===== src/hw/rtl/bkhs_pkg.sv =====
// ----------------------------------------------------------------------------
// bkhs_pkg
// Shared types and constants of the bottom-k hash selector.
// ----------------------------------------------------------------------------
`default_nettype none
package bkhs_pkg;

    localparam int MAX_KEEP   = 256;
    localparam int ADDR_W     = $clog2(MAX_KEEP);
    localparam int FILL_W     = $clog2(MAX_KEEP + 1);
    localparam int KEY_W      = 64;
    localparam int CNT_W      = 32;
    localparam int QUEUE_DEPTH = 2;

    // Operation codes on the input beat.
    localparam logic [1:0] OP_INSERT = 2'd0;
    localparam logic [1:0] OP_POP    = 2'd1;
    localparam logic [1:0] OP_CLEAR  = 2'd2;

    // Configuration register indexes.
    localparam logic [1:0] CFG_WEIGHTED  = 2'd0;
    localparam logic [1:0] CFG_THRESHOLD = 2'd1;
    localparam logic [1:0] CFG_KEEP      = 2'd2;

    localparam logic [8:0] KEEP_RESET = 9'd256;

    typedef enum logic [1:0] {
        KIND_NOP,
        KIND_INS,
        KIND_POP,
        KIND_CLR
    } t_kind;

    typedef struct packed {
        logic [KEY_W-1:0] key;
        logic [CNT_W-1:0] count;
    } t_entry;

    typedef struct packed {
        t_kind  kind;
        t_entry entry;
    } t_cmd;

endpackage
`default_nettype wire


===== src/hw/rtl/bkhs_front.sv =====
// ----------------------------------------------------------------------------
// bkhs_front
// Accepts command beats, classifies them and holds them in a short queue.
// ----------------------------------------------------------------------------
`default_nettype none
module bkhs_front (
    input  wire logic                          i_clk,
    input  wire logic                          i_rst_n,
    input  wire logic                          i_start,
    input  wire logic [1:0]                    i_op,
    input  wire logic [bkhs_pkg::KEY_W-1:0]    i_key,
    input  wire logic [bkhs_pkg::CNT_W-1:0]    i_count,
    input  wire logic [bkhs_pkg::CNT_W-1:0]    i_threshold,
    output logic                               o_busy,
    output logic                               o_q_valid,
    output bkhs_pkg::t_cmd                     o_q_cmd,
    input  wire logic                          i_q_take
);

    bkhs_pkg::t_cmd r_q [bkhs_pkg::QUEUE_DEPTH];
    logic           r_wr_ptr;
    logic           r_rd_ptr;
    logic [1:0]     r_cnt;
    logic           accept;
    bkhs_pkg::t_cmd cls;

    assign o_busy    = (r_cnt == 2'(bkhs_pkg::QUEUE_DEPTH));
    assign accept    = i_start && !o_busy;
    assign o_q_valid = (r_cnt != 2'd0);
    assign o_q_cmd   = r_q[r_rd_ptr];

    // Classify the beat; inserts at or below the threshold become no-ops here.
    always_comb begin
        cls.entry.key   = i_key;
        cls.entry.count = i_count;
        case (i_op)
            bkhs_pkg::OP_INSERT: begin
                cls.kind = (i_count > i_threshold) ? bkhs_pkg::KIND_INS : bkhs_pkg::KIND_NOP;
            end
            bkhs_pkg::OP_POP:   cls.kind = bkhs_pkg::KIND_POP;
            bkhs_pkg::OP_CLEAR: cls.kind = bkhs_pkg::KIND_CLR;
            default:            cls.kind = bkhs_pkg::KIND_NOP;
        endcase
    end

    // Queue storage.
    always_ff @(posedge i_clk) begin
        if (accept) begin
            r_q[r_wr_ptr] <= cls;
        end
    end

    // Queue pointers and occupancy.
    always_ff @(posedge i_clk) begin
        if (!i_rst_n) begin
            r_wr_ptr <= 1'b0;
            r_rd_ptr <= 1'b0;
            r_cnt    <= 2'd0;
        end else begin
            if (accept) begin
                r_wr_ptr <= ~r_wr_ptr;
            end
            if (i_q_take) begin
                r_rd_ptr <= ~r_rd_ptr;
            end
            r_cnt <= r_cnt + 2'(accept) - 2'(i_q_take);
        end
    end

    a_take_nonempty: assert property (@(posedge i_clk) disable iff (!i_rst_n)
        i_q_take |-> r_cnt != 2'd0) else $error("queue read while empty");
    a_cnt_bound: assert property (@(posedge i_clk) disable iff (!i_rst_n)
        r_cnt <= 2'(bkhs_pkg::QUEUE_DEPTH)) else $error("queue overfilled");

endmodule
`default_nettype wire


===== config.mk =====
export PLATFORM = sky130hd
export DESIGN_NAME = bkhs_front
export DESIGN_NICKNAME = d
export VERILOG_FILES = /design/src/hw/rtl/bkhs_pkg.sv /design/src/hw/rtl/bkhs_front.sv
export SDC_FILE = /design/constraint.sdc
export NUM_CORES = 1
export LEC_CHECK = 0
export CAP_MARGIN = 5
export CORE_MARGIN = 2
export CORE_UTILIZATION = 40
export CTS_BUF_LIST = sky130_fd_sc_hd__clkbuf_4
export DETAILED_ROUTE_END_ITERATION = 10
export DONT_BUFFER_PORTS = 1
export PLACE_DENSITY = 0.51
export SLEW_MARGIN = 20
export SYNTH_ARGS = -nofsm -noshare
export SYNTH_HDL_FRONTEND = slang
export SYNTH_SLANG_ARGS = --single-unit

===== constraint.sdc =====
create_clock -name i_clk -period 11.55 [get_ports i_clk]
set_input_delay 0.5775 -clock i_clk [delete_from_list [all_inputs] [get_ports i_clk]]
set_output_delay 0.5775 -clock i_clk [all_outputs]
set_load 0.03 [all_outputs]

== Word-level counts from Yosys, hierarchy flattened ==
Memories as Yosys holds them, arrays and structs flattened. A register that Yosys moved wholly into a read port is not among the register bits.
Index checks and enable logic that the tools add are counted.
W data, S select, Z words.
Cells by class
  $lt $le $gt $ge: 1
  $add $sub $neg: 2
  mux-type cells: 6
  bitwise operators: 2
  eq/ne operators: 3
  reductions and logical operators: 4
Operator list (number)
  $gt A32 B32 Y1: 1
  $pmux W2 S3: 1
  $mux W1: 5
  $eq A2 B2 Y1 const B: 2
  $add A2 B1 Y2: 1
  $eq A2 B1 Y1 const B: 1
  $logic_not A2 Y1: 1
  $not A1 Y1: 2
  $reduce_bool A2 Y1: 1
  $sub A2 B1 Y2: 1
  $logic_and A1 B1 Y1: 1
  $logic_not A1 Y1: 1
Storage, ports and cells
  output and inout bits: 100
  RAM bits: 196
  input bits: 134
  memories: 1
  register bits: 4
Memory list
  r_q: words 2, bits a word 98, read ports 1, clocked after Yosys merged registers in 1, write ports 1, line bkhs_front.sv:20  | bkhs_pkg::t_cmd r_q [bkhs_pkg::QUEUE_DEPTH];

== Depth between registers and ports, before layout ==
  word-level depth: 5
  mapped depth: 8

== Least setup slack after synthesis ==
Ideal clock, no wire load.
  kind: input to register
  from: input port i_start
  to: memory r_q[0][0] (netlist bit), enable pin
  path slack: 6235 ps
  buffers on the path: 0
  stages: 2
  required time: 10993 ps
  data arrival time: 4759 ps
  library setup time: 557 ps
  path through: nand2_1 -> nor2_1
Between the ends
  longest elaborated chain between the ends: 3
RTL lines
  from (decl): line bkhs_front.sv:9  | input wire logic i_start,
  $logic_and A1 B1 Y1: line bkhs_front.sv:28  | assign accept = i_start && !o_busy;
  $mux W1: line bkhs_front.sv:48  | if (accept) begin
  $mux W1 (implied by the code): line bkhs_front.sv:49  | r_q[r_wr_ptr] <= cls;
  to (decl): line bkhs_front.sv:20
Every way passes these cells.

==> run metrics <==
status=complete, no violations; combinational share of power=18.4%; DRT iter0 DRCs=117; switching part of the total=29.2%; Finish-stage setup viols=0; die width=146 um; Worst slew margin=48.2%; kind of critical path=reg2out; final hold violation count=0; port bufs=0; cell breakdown of the critical path=buf_4, mux2_1; DP Worst Slack=8920 ps; top post-synthesis cells by area=edfxtp_1, mux2_1, ha_1; VDD IR max=0.0000794 V; post_cts resized=0; Slew Limit Fails=0; synthesized cell area=8090 um2; most frequent cell after synthesis=edfxtp_1; sequential fraction of the synthesis area=74.0%; Clock Latency Late Sink=620 ps; First-pass DRT Iterations=4; drt wl/cell=18.2 um; post-synth top area share=72.8%; Top FF cell, synth=edfxtp_1; fraction of layout cells with a size suffix above 1=13.8%; Int Power=1.32 mW; final WL=16300 um; num ports=234; total CTS buffers=51; CP max-delay cell=dfxtp_4; Reg power frac=50.7%; min Tclk post-route=3210 ps; Static Leak=3.65 nW; CP Data Arrival Time=2630 ps; Crit path depth=2; Required @ worst endpoint=10970 ps; r2r setup slk=9240 ps; reg2reg path depth=3; clock skew=24.4 ps; total track usage=15.1%; clock network fraction of design power=30.9%; Psw=545 uW; nets=761; Worst-path clk slew=70 ps; startpoint types=register; final worst slack=8340 ps; Yosys cell types=33; Syn Area/Cell=18.0 um2; Initial Utilization=40.4%; CTS Root Cell=clkbuf_4; H-Tree Depth=2; initial antenna violation count=1; Detail Route Antenna Nets=0; die height=146 um; fin crit share=27.8%; vias in the first global route=4751; Yosys reg bits=201; post-DR vias/cell=4.83; WP buf/inv=1; Mapped Nets=618; worst r2r src=r_cnt[0]; DIE AREA=21400 um2; CTS tree=done; hold crit path type=in2reg; GPL Wtd Cong=0.737; number of synthesized flops with an enable pin=196; Total Power=1.86 mW; Clock Path Buffers=3; critical path peak fanout=53; Pwr per Cell Area=186 nW/um2; Critical Path End Type=primary output; Sink Count=201; setup TNS=0 ps; largest area contributor in the netlist=edfxtp_1; Final Core Density=50.1%; Max Clk Rate=0.312 GHz; Post-Syn Instances=449; max cap viols=0; detailed-route via count=4331; Crit path largest cell delay=760 ps; first-pass GRT wire length=25200 um; Residual DRC=0; Detail Placement HPWL=10400 um; grt ovf=0; YS warnings=0; Async SR Flop Fraction=0%; Core Region=20000 um2; row count=52; crit path to=o_q_cmd[5]; largest net degree at the start of global routing=59; reg-to-reg critical path endpoint=r_q[1][70]; Worst Tran Pin Value=777 ps; CP delay by family, top=flip-flops; area delta synth->final=24.0%; unrepaired setup endpoints after global routing=no; Post-synth top cells=edfxtp_1, mux2_1, inv_1
[routing by layer]
| metal | vias up | part of all wire, % | track usage, % |
|---|---|---|---|
| met5 | - | 0 | 0 |
| met4 | 0 | 2.0 | 6.02 |
| met2 | 192 | 48 | 24.5 |
| met3 | 27 | 9.6 | 6.97 |
| li1 | 2025 | - | - |
| met1 | 2087 | 40 | 17.6 |
[area by class of cell]
type | count | area (um2)
sequential | 201 | 5990
clock inverter | 11 | 67.6
fill | 1742 | 10000
tap | 270 | 338
multi-input combinational | 201 | 1930
inverter | 36 | 135
clock buffer | 75 | 563
antenna | 1 | 2.50
timing repair buffer | 101 | 1000
[cell usage in the layout (no fill, tap or decap)]
master,netlist,routed
nand3_1,1,1
inv_2,0,1
o21ai_1,1,1
dfxtp_1,5,4
diode_2,0,1
dlygate4sd3_1,0,97
or4_1,1,1
a221oi_1,1,1
buf_4,0,4
bufinv_16,0,1
and2_1,5,5
and3_4,0,1
o21a_1,1,1
clkbuf_4,0,75
ha_1,35,35
edfxtp_1,196,196
nor2_4,0,1
nor2b_1,2,2
nand4_1,5,5
mux2_1,98,98
a31oi_1,1,1
o2111ai_1,1,1
nor3_1,2,2
dfxtp_4,0,1
nand2b_2,1,1
a21o_1,1,1
o311a_1,1,1
xor2_1,1,1
inv_1,36,36
xnor2_1,2,2
or2_2,1,1
nor2_1,5,4
a21oi_1,14,14
o21ai_0,5,5
clkinv_1,0,9
nand2b_1,1,1
nand2_1,12,12
o211ai_1,1,1
o22a_1,1,1
[power groups by stage]
stage          Clock [mW]  Sequential (mW)  Combinational [mW]
2_1_floorplan           0            0.956               0.271
3_3_place_gp            0            0.960               0.312
3_5_place_dp            0            0.960               0.315
4_1_cts             0.602            0.945               0.348
5_1_grt             0.635            0.954               0.365
6_report            0.576            0.944               0.343
[repair_timing]
item                      in CTS  in global routing
setup buffers                  0                  0
hold endpoints to repair     193                  0
hold buffers                  97                  0
[state kept, by name, indices dropped and copies added, names as in the netlist, named ones only]
| register | count |
|---|---|
| r_cnt | 2 |
| r_q | 196 |
| r_rd_ptr | 1 |
| r_wr_ptr | 1 |
[stage by stage]
stage | cell area [um2] | hold slack, ps | instances
after floorplan | 8090 | 542 | 449
after global placement | 8430 | 558 | 712
after detailed placement | 8430 | 571 | 712
after CTS | 10000 | 7.13 | 895
after global routing | 10000 | 21.1 | 896
final | 10000 | 86.0 | 896
[how the worst min path moves through the flow]
stage / slack (ps) / depth (start not counted) / endpoint / from
floorplan: 540 / 2 / r_wr_ptr / r_wr_ptr
detailed placement: 570 / 2 / register / r_rd_ptr
global placement: 560 / 2 / register / r_rd_ptr
global route: 20 / 1 / r_cnt[1] / i_rst_n
finish: 90 / 1 / register / i_rst_n
CTS: 7 / 1 / register / i_rst_n
[logic make-up after synthesis]
logic type	after synthesis	synth area share [%]
buffers and inverters	47	2.23
AOI/OAI and AO/OA	28	2.04
and+or+nand+nor	37	2.34
xor gates and xnor gates	3	0.325
adders and majority gates	35	5.41
DFF	201	74.0
muxes	98	13.6
(Power assumes the default switching activity.)
